[src/rtl/ddm_pkg.sv]
// Package: shared codes, types and reset values of the differential drive mixer.
`timescale 1ns / 1ps
`default_nettype none
package ddm_pkg;

  // Field widths of the channels
  localparam int CMD_W   = 2;
  localparam int TILT_W  = 8;
  localparam int MODE_W  = 2;
  localparam int MA_W    = 16;
  localparam int CIDX_W  = 3;
  localparam int CDATA_W = 16;
  localparam int TMO_W   = 10;

  // Command codes of the input channel
  localparam logic [CMD_W-1:0] CMD_REPORT = 2'd0;
  localparam logic [CMD_W-1:0] CMD_TICK   = 2'd1;
  localparam logic [CMD_W-1:0] CMD_STEP   = 2'd2;

  // Drive mode codes of the result channel
  localparam logic [MODE_W-1:0] MODE_COAST = 2'd0;
  localparam logic [MODE_W-1:0] MODE_BRAKE = 2'd1;
  localparam logic [MODE_W-1:0] MODE_DRIVE = 2'd2;

  // Configuration register indexes
  typedef enum logic [CIDX_W-1:0] {
    REG_ACCEL_CENTER     = 3'd0,
    REG_STEER_GAIN       = 3'd1,
    REG_STEER_DEADZONE   = 3'd2,
    REG_STEER_AUTHORITY  = 3'd3,
    REG_MAX_STEP         = 3'd4,
    REG_MAX_CURRENT_MA   = 3'd5,
    REG_BRAKE_CURRENT_MA = 3'd6,
    REG_LINK_TIMEOUT_MS  = 3'd7
  } cfg_reg_t;

  // Register reset values
  localparam logic [7:0]         RST_ACCEL_CENTER     = 8'd128;
  localparam logic signed [15:0] RST_STEER_GAIN       = 16'sd468;
  localparam logic [15:0]        RST_STEER_DEADZONE   = 16'd2621;
  localparam logic [15:0]        RST_STEER_AUTHORITY  = 16'd19661;
  localparam logic [15:0]        RST_MAX_STEP         = 16'd1638;
  localparam logic [15:0]        RST_MAX_CURRENT_MA   = 16'd12000;
  localparam logic [15:0]        RST_BRAKE_CURRENT_MA = 16'd8000;
  localparam logic [TMO_W-1:0]   RST_LINK_TIMEOUT_MS  = 10'd250;

  // Sequencer states
  typedef enum logic [2:0] {
    ST_IDLE,
    ST_STEER,
    ST_MIX,
    ST_SCALE_L,
    ST_SCALE_R,
    ST_SCALE_END,
    ST_EMIT
  } state_t;

endpackage
`default_nettype wire

[src/rtl/ddm_in_if.sv]
// Interface: input channel carrying reports, ticks and control steps.
`timescale 1ns / 1ps
`default_nettype none
interface ddm_in_if;
  logic                       valid;
  logic                       ready;
  logic [ddm_pkg::CMD_W-1:0]  command;
  logic                       deadman_held;
  logic                       gas_held;
  logic                       brake_held;
  logic [ddm_pkg::TILT_W-1:0] tilt_sample;

  modport source (output valid, command, deadman_held, gas_held, brake_held, tilt_sample,
                  input ready);
  modport sink (input valid, command, deadman_held, gas_held, brake_held, tilt_sample,
                output ready);
endinterface
`default_nettype wire

[src/rtl/ddm_out_if.sv]
// Interface: result channel carrying drive mode and motor currents.
`timescale 1ns / 1ps
`default_nettype none
interface ddm_out_if;
  logic                       valid;
  logic                       ready;
  logic [ddm_pkg::MODE_W-1:0] drive_mode;
  logic [ddm_pkg::MA_W-1:0]   left_current_ma;
  logic [ddm_pkg::MA_W-1:0]   right_current_ma;

  modport source (output valid, drive_mode, left_current_ma, right_current_ma,
                  input ready);
  modport sink (input valid, drive_mode, left_current_ma, right_current_ma,
                output ready);
endinterface
`default_nettype wire

[src/rtl/ddm_cfg_if.sv]
// Interface: configuration write channel.
`timescale 1ns / 1ps
`default_nettype none
interface ddm_cfg_if;
  logic                        valid;
  logic                        ready;
  logic [ddm_pkg::CIDX_W-1:0]  index;
  logic [ddm_pkg::CDATA_W-1:0] data;

  modport source (output valid, index, data, input ready);
  modport sink (input valid, index, data, output ready);
endinterface
`default_nettype wire

[src/rtl/differential_drive_mixer.sv]
// Top level: arcade-style differential drive mixer with slew-limited ramps.
//
// Channels: in_chan takes transactions of three kinds. A remote report
// (command 0) latches the dead-man, gas and brake buttons and turns the
// tilt sample into a steer value; a tick (command 1) ages the link; a
// control step (command 2) yields one transaction on out_chan with the
// drive mode and both motor currents. Command 3 is dropped. cfg_chan
// writes the eight configuration registers and is always ready; write it
// only while the block is idle.
// Timing: one shared multiplier does all products. A tick is handled in the
// idle state; a report also passes ST_STEER. A coast or brake step passes
// ST_MIX and ST_EMIT, a drive step ST_MIX, ST_SCALE_L, ST_SCALE_R,
// ST_SCALE_END and ST_EMIT; out_chan.valid rises once ST_EMIT loads the
// output register, and in_chan.ready is low until the block is back idle.
// Stall: the result sits in an output register; a new transaction is taken
// while it waits, and a later result holds in the sequencer until the
// output register frees.
// Reset: rst_n (synchronous, active low) loads the register defaults,
// clears flags, steer, ramps and link age, and empties the output register.
`timescale 1ns / 1ps
`default_nettype none
module differential_drive_mixer #(
  parameter int FRAC_BITS = 15,
  parameter int AGE_BITS  = 10
) (
  input  wire logic  clk,
  input  wire logic  rst_n,
  ddm_in_if.sink     in_chan,
  ddm_out_if.source  out_chan,
  ddm_cfg_if.sink    cfg_chan
);

  localparam int F  = FRAC_BITS;
  localparam int AW = F + 2;                        // multiplier A operand
  localparam int BW = 17;                           // multiplier B operand
  localparam int PW = AW + BW;                      // product
  localparam int LW = F + 1;                        // ramp level 0..ONE
  localparam int SW = F + 2;                        // steer -ONE..ONE
  localparam int TW = ((F > 17) ? F : 17) + 3;      // mix target arithmetic
  localparam int GW = (AGE_BITS > ddm_pkg::TMO_W) ? AGE_BITS : ddm_pkg::TMO_W;

  localparam logic signed [PW-1:0] ONE_P  = {{(PW-1){1'b0}}, 1'b1} << F;
  localparam logic signed [TW-1:0] ONE_T  = {{(TW-1){1'b0}}, 1'b1} << F;
  localparam logic signed [SW-1:0] ONE_S  = {{(SW-1){1'b0}}, 1'b1} << F;
  localparam logic [PW:0]          HALF_P = {{PW{1'b0}}, 1'b1} << (F - 1);

  // Configuration registers
  logic [7:0]                 accel_center_r;
  logic signed [15:0]         steer_gain_r;
  logic [15:0]                steer_deadzone_r;
  logic [15:0]                steer_authority_r;
  logic [15:0]                max_step_r;
  logic [15:0]                max_current_ma_r;
  logic [15:0]                brake_current_ma_r;
  logic [ddm_pkg::TMO_W-1:0]  link_timeout_ms_r;

  // Block state
  ddm_pkg::state_t            state_r, state_nxt;
  logic                       deadman_r, deadman_nxt;
  logic                       gas_r, gas_nxt;
  logic                       brake_r, brake_nxt;
  logic signed [SW-1:0]       steer_r, steer_nxt;
  logic [LW-1:0]              left_level_r, left_level_nxt;
  logic [LW-1:0]              right_level_r, right_level_nxt;
  logic [AGE_BITS-1:0]        link_age_r, link_age_nxt;

  // Result staging and output register
  logic [ddm_pkg::MODE_W-1:0] res_mode_r, res_mode_nxt;
  logic [ddm_pkg::MA_W-1:0]   res_left_r, res_left_nxt;
  logic [ddm_pkg::MA_W-1:0]   res_right_r, res_right_nxt;
  logic                       out_valid_r, out_valid_nxt;
  logic [ddm_pkg::MODE_W-1:0] out_mode_r;
  logic [ddm_pkg::MA_W-1:0]   out_left_r;
  logic [ddm_pkg::MA_W-1:0]   out_right_r;

  // Shared multiplier
  logic                       mul_en;
  logic signed [AW-1:0]       mul_a;
  logic signed [BW-1:0]       mul_b;
  logic signed [PW-1:0]       mul_p;

  logic                       in_acc;
  logic                       out_free;
  logic                       emit_load;
  logic signed [8:0]          centered;
  logic signed [SW-1:0]       steer_mag;
  logic signed [PW-1:0]       s_mag;
  logic [PW:0]                ma_sum;
  logic                       timed_out;
  logic [16:0]                mix_m;
  logic signed [TW-1:0]       mix_sm;
  logic signed [TW-1:0]       throttle;
  logic signed [TW-1:0]       tgt_l;
  logic signed [TW-1:0]       tgt_r;

  // Clamp a mix target to 0..ONE
  function automatic logic signed [TW-1:0] clamp_unit(input logic signed [TW-1:0] v);
    logic signed [TW-1:0] r;
    r = v;
    if (v[TW-1]) begin
      r = '0;
    end else if (v > ONE_T) begin
      r = ONE_T;
    end
    return r;
  endfunction

  // Move a level toward its target by at most max_step
  function automatic logic [LW-1:0] ramp_step(input logic [LW-1:0] lvl,
                                              input logic signed [TW-1:0] tgt,
                                              input logic [15:0] lim_u);
    logic signed [TW-1:0] d;
    logic signed [TW-1:0] lim;
    logic signed [TW-1:0] sum;
    lim = signed'(TW'(lim_u));
    d   = tgt - signed'(TW'(lvl));
    if (d > lim) begin
      d = lim;
    end
    if (d < -lim) begin
      d = -lim;
    end
    sum = signed'(TW'(lvl)) + d;
    return sum[LW-1:0];
  endfunction

  ddm_mul #(
    .AW (AW),
    .BW (BW)
  ) u_mul (
    .clk (clk),
    .en  (mul_en),
    .a   (mul_a),
    .b   (mul_b),
    .p_r (mul_p)
  );

  // Handshakes
  assign in_acc         = in_chan.valid && in_chan.ready;
  assign in_chan.ready  = (state_r == ddm_pkg::ST_IDLE);
  assign cfg_chan.ready = 1'b1;
  assign out_free       = !out_valid_r || out_chan.ready;
  assign emit_load      = (state_r == ddm_pkg::ST_EMIT) && out_free;

  assign out_chan.valid            = out_valid_r;
  assign out_chan.drive_mode       = out_mode_r;
  assign out_chan.left_current_ma  = out_left_r;
  assign out_chan.right_current_ma = out_right_r;

  // Shared operand values
  assign centered  = signed'({1'b0, in_chan.tilt_sample}) - signed'({1'b0, accel_center_r});
  assign steer_mag = steer_r[SW-1] ? -steer_r : steer_r;
  assign s_mag     = mul_p[PW-1] ? -mul_p : mul_p;
  assign ma_sum    = {1'b0, mul_p} + HALF_P;
  assign timed_out = (GW'(link_age_r) >= GW'(link_timeout_ms_r)) || !deadman_r;
  assign mix_m     = mul_p[F+16:F];
  assign mix_sm    = steer_r[SW-1] ? -signed'(TW'(mix_m)) : signed'(TW'(mix_m));
  assign throttle  = gas_r ? ONE_T : '0;
  assign tgt_l     = clamp_unit(throttle + mix_sm);
  assign tgt_r     = clamp_unit(throttle - mix_sm);

  // Configuration writes
  always_ff @(posedge clk) begin
    if (!rst_n) begin
      accel_center_r     <= ddm_pkg::RST_ACCEL_CENTER;
      steer_gain_r       <= ddm_pkg::RST_STEER_GAIN;
      steer_deadzone_r   <= ddm_pkg::RST_STEER_DEADZONE;
      steer_authority_r  <= ddm_pkg::RST_STEER_AUTHORITY;
      max_step_r         <= ddm_pkg::RST_MAX_STEP;
      max_current_ma_r   <= ddm_pkg::RST_MAX_CURRENT_MA;
      brake_current_ma_r <= ddm_pkg::RST_BRAKE_CURRENT_MA;
      link_timeout_ms_r  <= ddm_pkg::RST_LINK_TIMEOUT_MS;
    end else if (cfg_chan.valid && cfg_chan.ready) begin
      case (ddm_pkg::cfg_reg_t'(cfg_chan.index))
        ddm_pkg::REG_ACCEL_CENTER:     accel_center_r     <= cfg_chan.data[7:0];
        ddm_pkg::REG_STEER_GAIN:       steer_gain_r       <= signed'(cfg_chan.data);
        ddm_pkg::REG_STEER_DEADZONE:   steer_deadzone_r   <= cfg_chan.data;
        ddm_pkg::REG_STEER_AUTHORITY:  steer_authority_r  <= cfg_chan.data;
        ddm_pkg::REG_MAX_STEP:         max_step_r         <= cfg_chan.data;
        ddm_pkg::REG_MAX_CURRENT_MA:   max_current_ma_r   <= cfg_chan.data;
        ddm_pkg::REG_BRAKE_CURRENT_MA: brake_current_ma_r <= cfg_chan.data;
        ddm_pkg::REG_LINK_TIMEOUT_MS:
          link_timeout_ms_r <= cfg_chan.data[ddm_pkg::TMO_W-1:0];
        default: ;
      endcase
    end
  end

  // Next state
  always_comb begin
    state_nxt = state_r;
    case (state_r)
      ddm_pkg::ST_IDLE: begin
        if (in_acc && in_chan.command == ddm_pkg::CMD_REPORT) begin
          state_nxt = ddm_pkg::ST_STEER;
        end else if (in_acc && in_chan.command == ddm_pkg::CMD_STEP) begin
          state_nxt = ddm_pkg::ST_MIX;
        end
      end
      ddm_pkg::ST_STEER:     state_nxt = ddm_pkg::ST_IDLE;
      ddm_pkg::ST_MIX: begin
        if (timed_out || brake_r) begin
          state_nxt = ddm_pkg::ST_EMIT;
        end else begin
          state_nxt = ddm_pkg::ST_SCALE_L;
        end
      end
      ddm_pkg::ST_SCALE_L:   state_nxt = ddm_pkg::ST_SCALE_R;
      ddm_pkg::ST_SCALE_R:   state_nxt = ddm_pkg::ST_SCALE_END;
      ddm_pkg::ST_SCALE_END: state_nxt = ddm_pkg::ST_EMIT;
      ddm_pkg::ST_EMIT: begin
        if (out_free) begin
          state_nxt = ddm_pkg::ST_IDLE;
        end
      end
      default:               state_nxt = ddm_pkg::ST_IDLE;
    endcase
  end

  // Datapath and multiplier control per state
  always_comb begin
    deadman_nxt     = deadman_r;
    gas_nxt         = gas_r;
    brake_nxt       = brake_r;
    steer_nxt       = steer_r;
    left_level_nxt  = left_level_r;
    right_level_nxt = right_level_r;
    link_age_nxt    = link_age_r;
    res_mode_nxt    = res_mode_r;
    res_left_nxt    = res_left_r;
    res_right_nxt   = res_right_r;
    mul_en          = 1'b0;
    mul_a           = '0;
    mul_b           = '0;
    case (state_r)
      ddm_pkg::ST_IDLE: begin
        if (in_acc) begin
          case (in_chan.command)
            ddm_pkg::CMD_REPORT: begin
              deadman_nxt  = in_chan.deadman_held;
              gas_nxt      = in_chan.gas_held;
              brake_nxt    = in_chan.brake_held;
              link_age_nxt = '0;
              mul_en       = 1'b1;
              mul_a        = AW'(centered);
              mul_b        = BW'(steer_gain_r);
            end
            ddm_pkg::CMD_TICK: begin
              if (link_age_r != '1) begin
                link_age_nxt = link_age_r + AGE_BITS'(1);
              end
            end
            ddm_pkg::CMD_STEP: begin
              mul_en = 1'b1;
              mul_a  = steer_mag;
              mul_b  = signed'({1'b0, steer_authority_r});
            end
            default: ;
          endcase
        end
      end
      // Apply dead zone and clamp to the steer product
      ddm_pkg::ST_STEER: begin
        if (s_mag < signed'(PW'(steer_deadzone_r))) begin
          steer_nxt = '0;
        end else if (mul_p > ONE_P) begin
          steer_nxt = ONE_S;
        end else if (mul_p < -ONE_P) begin
          steer_nxt = -ONE_S;
        end else begin
          steer_nxt = mul_p[SW-1:0];
        end
      end
      // Choose coast, brake or drive; ramp the levels on drive
      ddm_pkg::ST_MIX: begin
        if (timed_out) begin
          left_level_nxt  = '0;
          right_level_nxt = '0;
          res_mode_nxt    = ddm_pkg::MODE_COAST;
          res_left_nxt    = '0;
          res_right_nxt   = '0;
        end else if (brake_r) begin
          left_level_nxt  = '0;
          right_level_nxt = '0;
          res_mode_nxt    = ddm_pkg::MODE_BRAKE;
          res_left_nxt    = brake_current_ma_r;
          res_right_nxt   = brake_current_ma_r;
        end else begin
          left_level_nxt  = ramp_step(left_level_r, tgt_l, max_step_r);
          right_level_nxt = ramp_step(right_level_r, tgt_r, max_step_r);
          res_mode_nxt    = ddm_pkg::MODE_DRIVE;
        end
      end
      ddm_pkg::ST_SCALE_L: begin
        mul_en = 1'b1;
        mul_a  = signed'({1'b0, left_level_r});
        mul_b  = signed'({1'b0, max_current_ma_r});
      end
      ddm_pkg::ST_SCALE_R: begin
        res_left_nxt = ma_sum[F+15:F];
        mul_en       = 1'b1;
        mul_a        = signed'({1'b0, right_level_r});
        mul_b        = signed'({1'b0, max_current_ma_r});
      end
      ddm_pkg::ST_SCALE_END: begin
        res_right_nxt = ma_sum[F+15:F];
      end
      default: ;
    endcase
  end

  // Output register occupancy
  always_comb begin
    out_valid_nxt = out_valid_r;
    if (emit_load) begin
      out_valid_nxt = 1'b1;
    end else if (out_chan.ready) begin
      out_valid_nxt = 1'b0;
    end
  end

  // Control and state registers
  always_ff @(posedge clk) begin
    if (!rst_n) begin
      state_r       <= ddm_pkg::ST_IDLE;
      deadman_r     <= 1'b0;
      gas_r         <= 1'b0;
      brake_r       <= 1'b0;
      steer_r       <= '0;
      left_level_r  <= '0;
      right_level_r <= '0;
      link_age_r    <= '0;
      out_valid_r   <= 1'b0;
    end else begin
      state_r       <= state_nxt;
      deadman_r     <= deadman_nxt;
      gas_r         <= gas_nxt;
      brake_r       <= brake_nxt;
      steer_r       <= steer_nxt;
      left_level_r  <= left_level_nxt;
      right_level_r <= right_level_nxt;
      link_age_r    <= link_age_nxt;
      out_valid_r   <= out_valid_nxt;
    end
  end

  // Payload registers
  always_ff @(posedge clk) begin
    res_mode_r  <= res_mode_nxt;
    res_left_r  <= res_left_nxt;
    res_right_r <= res_right_nxt;
    if (emit_load) begin
      out_mode_r  <= res_mode_r;
      out_left_r  <= res_left_r;
      out_right_r <= res_right_r;
    end
  end

`ifndef SYNTHESIS
  a_levels_in_range: assert property (@(posedge clk) disable iff (!rst_n)
    (left_level_r <= LW'(ONE_T)) && (right_level_r <= LW'(ONE_T)))
    else $error("ramp level above full scale");

  a_steer_in_range: assert property (@(posedge clk) disable iff (!rst_n)
    (steer_r <= ONE_S) && (steer_r >= -ONE_S))
    else $error("steer value outside unit range");

  a_coast_zero: assert property (@(posedge clk) disable iff (!rst_n)
    (out_valid_r && out_mode_r == ddm_pkg::MODE_COAST) |->
      (out_left_r == '0) && (out_right_r == '0))
    else $error("coast result carries current");

  a_report_clears_age: assert property (@(posedge clk) disable iff (!rst_n)
    (in_acc && in_chan.command == ddm_pkg::CMD_REPORT) |=> (link_age_r == '0))
    else $error("report did not clear link age");

  a_load_from_emit: assert property (@(posedge clk) disable iff (!rst_n)
    $rose(out_valid_r) |-> ($past(state_r) == ddm_pkg::ST_EMIT))
    else $error("result loaded outside emit state");
`endif

endmodule
`default_nettype wire

[src/rtl/ddm_mul.sv]
// Shared signed multiplier with registered product, used for every product of the sequencer.
`timescale 1ns / 1ps
`default_nettype none
module ddm_mul #(
  parameter int AW = 17,
  parameter int BW = 17
) (
  input  wire logic                    clk,
  input  wire logic                    en,
  input  wire logic signed [AW-1:0]    a,
  input  wire logic signed [BW-1:0]    b,
  output logic signed [AW+BW-1:0]      p_r
);

  // Capture the product when the sequencer issues an operation; hold otherwise
  always_ff @(posedge clk) begin
    if (en) begin
      p_r <= a * b;
    end
  end

endmodule
`default_nettype wire
[src/flat_wrapper.sv]
// flat-port wrapper written by rule: the top's interface ports become plain ports
module differential_drive_mixer_flat 
#(
  parameter int FRAC_BITS = 15,
  parameter int AGE_BITS  = 10
)
  (clk, rst_n, in_chan_valid, in_chan_command, in_chan_deadman_held, in_chan_gas_held, in_chan_brake_held, in_chan_tilt_sample, in_chan_ready, out_chan_valid, out_chan_drive_mode, out_chan_left_current_ma, out_chan_right_current_ma, out_chan_ready, cfg_chan_valid, cfg_chan_index, cfg_chan_data, cfg_chan_ready);
  ddm_in_if in_chan_i ();
  ddm_out_if out_chan_i ();
  ddm_cfg_if cfg_chan_i ();
  input  wire logic clk;
  input  wire logic rst_n;
  input wire logic [$bits(in_chan_i.valid)-1:0] in_chan_valid;
  input wire logic [$bits(in_chan_i.command)-1:0] in_chan_command;
  input wire logic [$bits(in_chan_i.deadman_held)-1:0] in_chan_deadman_held;
  input wire logic [$bits(in_chan_i.gas_held)-1:0] in_chan_gas_held;
  input wire logic [$bits(in_chan_i.brake_held)-1:0] in_chan_brake_held;
  input wire logic [$bits(in_chan_i.tilt_sample)-1:0] in_chan_tilt_sample;
  output wire logic [$bits(in_chan_i.ready)-1:0] in_chan_ready;
  output wire logic [$bits(out_chan_i.valid)-1:0] out_chan_valid;
  output wire logic [$bits(out_chan_i.drive_mode)-1:0] out_chan_drive_mode;
  output wire logic [$bits(out_chan_i.left_current_ma)-1:0] out_chan_left_current_ma;
  output wire logic [$bits(out_chan_i.right_current_ma)-1:0] out_chan_right_current_ma;
  input wire logic [$bits(out_chan_i.ready)-1:0] out_chan_ready;
  input wire logic [$bits(cfg_chan_i.valid)-1:0] cfg_chan_valid;
  input wire logic [$bits(cfg_chan_i.index)-1:0] cfg_chan_index;
  input wire logic [$bits(cfg_chan_i.data)-1:0] cfg_chan_data;
  output wire logic [$bits(cfg_chan_i.ready)-1:0] cfg_chan_ready;
  assign in_chan_i.valid = in_chan_valid;
  assign in_chan_i.command = in_chan_command;
  assign in_chan_i.deadman_held = in_chan_deadman_held;
  assign in_chan_i.gas_held = in_chan_gas_held;
  assign in_chan_i.brake_held = in_chan_brake_held;
  assign in_chan_i.tilt_sample = in_chan_tilt_sample;
  assign in_chan_ready = in_chan_i.ready;
  assign out_chan_valid = out_chan_i.valid;
  assign out_chan_drive_mode = out_chan_i.drive_mode;
  assign out_chan_left_current_ma = out_chan_i.left_current_ma;
  assign out_chan_right_current_ma = out_chan_i.right_current_ma;
  assign out_chan_i.ready = out_chan_ready;
  assign cfg_chan_i.valid = cfg_chan_valid;
  assign cfg_chan_i.index = cfg_chan_index;
  assign cfg_chan_i.data = cfg_chan_data;
  assign cfg_chan_ready = cfg_chan_i.ready;
  differential_drive_mixer #(.FRAC_BITS(FRAC_BITS), .AGE_BITS(AGE_BITS)) u_core (.clk(clk), .rst_n(rst_n), .in_chan(in_chan_i), .out_chan(out_chan_i), .cfg_chan(cfg_chan_i));
endmodule
[config.mk]
export PLATFORM = sky130hd
export DESIGN_NAME = differential_drive_mixer_flat
export DESIGN_NICKNAME = d
export VERILOG_FILES = /design/src/rtl/ddm_pkg.sv /design/src/rtl/ddm_in_if.sv /design/src/rtl/ddm_out_if.sv /design/src/rtl/ddm_cfg_if.sv /design/src/rtl/differential_drive_mixer.sv /design/src/rtl/ddm_mul.sv /design/src/flat_wrapper.sv
export SDC_FILE = /design/constraint.sdc
export NUM_CORES = 2
export LEC_CHECK = 0
export ABC_AREA = 0
export BUFFER_PORTS_ARGS = -buffer_cell sky130_fd_sc_hd__buf_2
export CORE_MARGIN = 10
export CORE_UTILIZATION = 35
export CTS_CLUSTER_DIAMETER = 80
export DETAILED_ROUTE_END_ITERATION = 7
export HOLD_SLACK_MARGIN = 0.05
export PLACE_DENSITY_LB_ADDON = 0.2
export SLEW_MARGIN = 15
export SYNTH_ARGS = -nofsm -noshare
export SYNTH_HDL_FRONTEND = slang
export SYNTH_SLANG_ARGS = --single-unit
[constraint.sdc]
create_clock -name clk -period 25.4 [get_ports clk]
set_input_delay 5.08 -clock clk [delete_from_list [all_inputs] [get_ports clk]]
set_output_delay 5.08 -clock clk [all_outputs]
set_load 0.05 [all_outputs]
==> results.tsv <==
stage	metric	value	unit
route	vias per inst	5.31	
sta	Max Fclk	69.2	MHz
synth	sequential fraction of the synthesis area	22.0	%
cells_and_area	share of post-route cells with drive strength above 1	6.95	%
sta	crit share post-route	56.9	%
floorplanning	Row Count	107	
cells_and_area	Cell Count, Final, Fillers Out	4755	
synth	EDFF count, synth	102	
cells_and_area	fillcell total	8856	
clocking	CTS resizes	0	
route	DR pass1 iterations	7	
synth	synth top area cells	fa_1 (20%), dfxtp_1 (12%), ha_1 (11%), edfxtp_1 (10%), nand2_1 (6.5%)	
grt	initial antenna violation count	1	
worst_hold_path	HP Start	u_core.res_left_r[0]$_DFFE_PP_	
route	Vias	25261	
worst_setup_path	Worst Path Max Fanout	10	
sta	Final Hold Fails	0	
route	Final ANT Viol Nets	0	
route	residual DRC count	0	
route	final wirelength	102	mm
worst_setup_path	crit path launch	in_chan_tilt_sample[0]	
sta	Setup TNS Final	0	ns
synth	cells after synthesis	3588	
synth	syn nets	4192	
synth	cell taking the most area after synthesis	fa_1	
placed_design	HPWL Detailed	80.5	mm
clocking	Post-CTS Setup Bufs	0	
cells_and_area	number of flip-flops in the largest register	34	
placed_design	placed insts	4687	
synth	syn_area_per_cell	8.45	µm²
flow_run	Max-cap violations	0	
worst_setup_path	Setup crit start kind	input pin	
route	drt wl/cell	21.4	µm
sta	RSZ-0062 raised after global routing	no	
cells_and_area	Post-layout nets	4187	
worst_setup_path	Reg-to-Reg Start	u_core.u_mul.p_r[15]$_DFFE_PP_	
route	DR iter-0 viols	2089	
clocking	Max Buffers Root-to-Sink	3	
grt	GRT Overall Usage	20.5	%
floorplanning	# IOs	74	
cells_and_area	Most flops, register	u_core.u_mul.p_r	
synth	Synth Cell Area	30300	µm²
synth	Syn. warnings	0	
worst_setup_path	CP peak stage delay	0.76	ns
synth	most used flip-flop cell after synthesis	dfxtp_1	
grt	largest net degree at the start of global routing	52	
synth	top-count cell post-synth	nand2_1	
clocking	H-tree levels	2	
clocking	# hold bufs at CTS	0	
clocking	# clock sinks	282	
floorplanning	Die ar.	98800	µm²
grt	first-pass GRT wire length	157	mm
floorplanning	die width	314	µm
clocking	clk slew on worst S/H paths	0.06	ns
sta	Final Critical Period	14.45	ns
worst_setup_path	critical path capture point type	register	
worst_hold_path	Hold/Removal Path Class	register to register	
cells_and_area	ant diodes	0	
worst_setup_path	critical path's slowest cell	a221oi_1	
worst_setup_path	Arr. time, crit path	14.72	ns
placed_design	PortBufs	72	
run_status	outcome	finished, final reports clean	
synth	Post-synth ARST share	0	%
grt	global route overflow	0	
clocking	Num CTS Buffers	37	
worst_setup_path	Req. time, crit path	25.67	ns
cells_and_area	top flop regs	u_core.u_mul.p_r (34), u_core.steer_r (17)	
sta	Setup Viol. Count Final	0	
sta	Worst Hold Slack	0.415	ns
clocking	Worst-Skew Late Latency	0.57	ns
clocking	CTS tree	built	
floorplanning	Starting Density	35.4	%
floorplanning	Core Region	85500	µm²
grt	vias in the first global route	25277	
floorplanning	Die Y	314	µm
worst_setup_path	delay-heaviest family, CP	adder cells	
synth	library cells used by synthesis	87	
synth	share of Yosys cell area claimed by the top area cell type	19.9	%
sta	actual slew at the worst max-slew pin	1.20	ns
sta	Max Slew Vio Count	0	
power	Pwr Total	1.78	mW
sta	skew final	0.0355	ns
clocking	clock root cell	clkbuf_16	
worst_setup_path	crit path buf inv count	8	
worst_setup_path	Crit Path Category	input pin to register	
power	peak supply drop	86.2	µV
cells_and_area	area delta synth->final	9.19	%
synth	synth cell count leaders	nand2_1 (528), inv_1 (427), nor2_1 (307)	
power	power per cell area	53.9	nW/µm²
placed_design	Routability Congestion	0.932	
power	Pleak	14.2	nW
synth	Synth Register Bits	282	
sta	Max-slew headroom	20.1	%
routing by layer:
metal  vias up  GRT usage, %  wire length [µm]
met3       144          2.19              5230
met5         -             0                 0
met4         0          7.16              3690
li1      12072             -                 -
met1     12332          27.8             45800
met2       713          33.5             46800
layout by cell type (no fill, tap or decap), types with 17 or more instances in the layout:
cell type  synthesis  final
fa_1             301    301
nand2b_1          38     38
nand4_1           32     32
dfxtp_1          180    180
nor3_1            68     67
buf_2              5     72
nand3_1          125    125
nand2_1          528    528
nor2b_1           23     23
and2_1            19     19
xor2_1            68     68
inv_1            427    426
a21oi_1          203    203
a21o_1            47     47
o31ai_1           23     23
mux2_2            29     29
o21ai_0          155    153
or3_1             24     24
o21a_1            36     36
o211ai_1          31     31
a22oi_1           22     22
edfxtp_1         102    102
buf_4              1     41
nor2_1           307    305
ha_1             266    266
xnor2_1          108    108
clkbuf_16          0     37
a22o_1            17     17
cell families (layout without fill, tap and decap cells):
logic type / count (synthesis) / in the layout / share of synthesized area (%)
AOI/OAI and AO/OA: 678 / 678 / 14.5
adders and majority gates: 567 / 567 / 30.9
buffers and inverters: 588 / 611 / 7.40
muxes: 41 / 41 / 1.47
xor gates and xnor gates: 178 / 178 / 5.19
other: 1 / 1 / 0.0124
and+or+nand+nor: 1253 / 1253 / 18.6
DFF: 282 / 282 / 22.0
worst paths after layout:
path / depth (start not counted) / slack (ns) / endpoint
max: 36 / 10.95 / u_core.u_mul.p_r[32]$_DFFE_PP_
min: 0 / 0.42 / u_core.out_chan.left_current_ma[0]$_DFFE_PP_
max reg2reg: 50 / 11.08 / u_core.right_level_r[14]$_SDFFE_PN0P_
min reg2reg: 0 / 0.42 / u_core.out_chan.left_current_ma[0]$_DFFE_PP_
where the power goes:
part	internal, mW	switching, mW
Clock	0.338	0.213
Sequential	0.487	0.0227
Combinational	0.266	0.457
Total	1.09	0.693
layout make-up:
class	instances	area [µm²]	share of cell area, %
flip-flops and latches	282	6670	20.1
multi-input cells	2718	21400	64.7
inverters	429	1610	4.87
repair buffers	115	691	2.09
clock buffers	49	1030	3.12
clock inverters	18	238	0.718
well taps	1144	1430	4.32
per-stage QoR:
stage / cell area (µm²) / worst slack, ns / utilization (%)
3_5_place_dp: 31800 / 10.38 / 37.2
2_1_floorplan: 30300 / 11.93 / -
6_report: 33100 / 10.95 / 38.7
4_1_cts: 33100 / 10.93 / 38.7
3_3_place_gp: 31800 / 10.48 / 37.2
5_1_grt: 33100 / 9.81 / 38.7
Note: power is estimated with default switching activity, not from simulation.
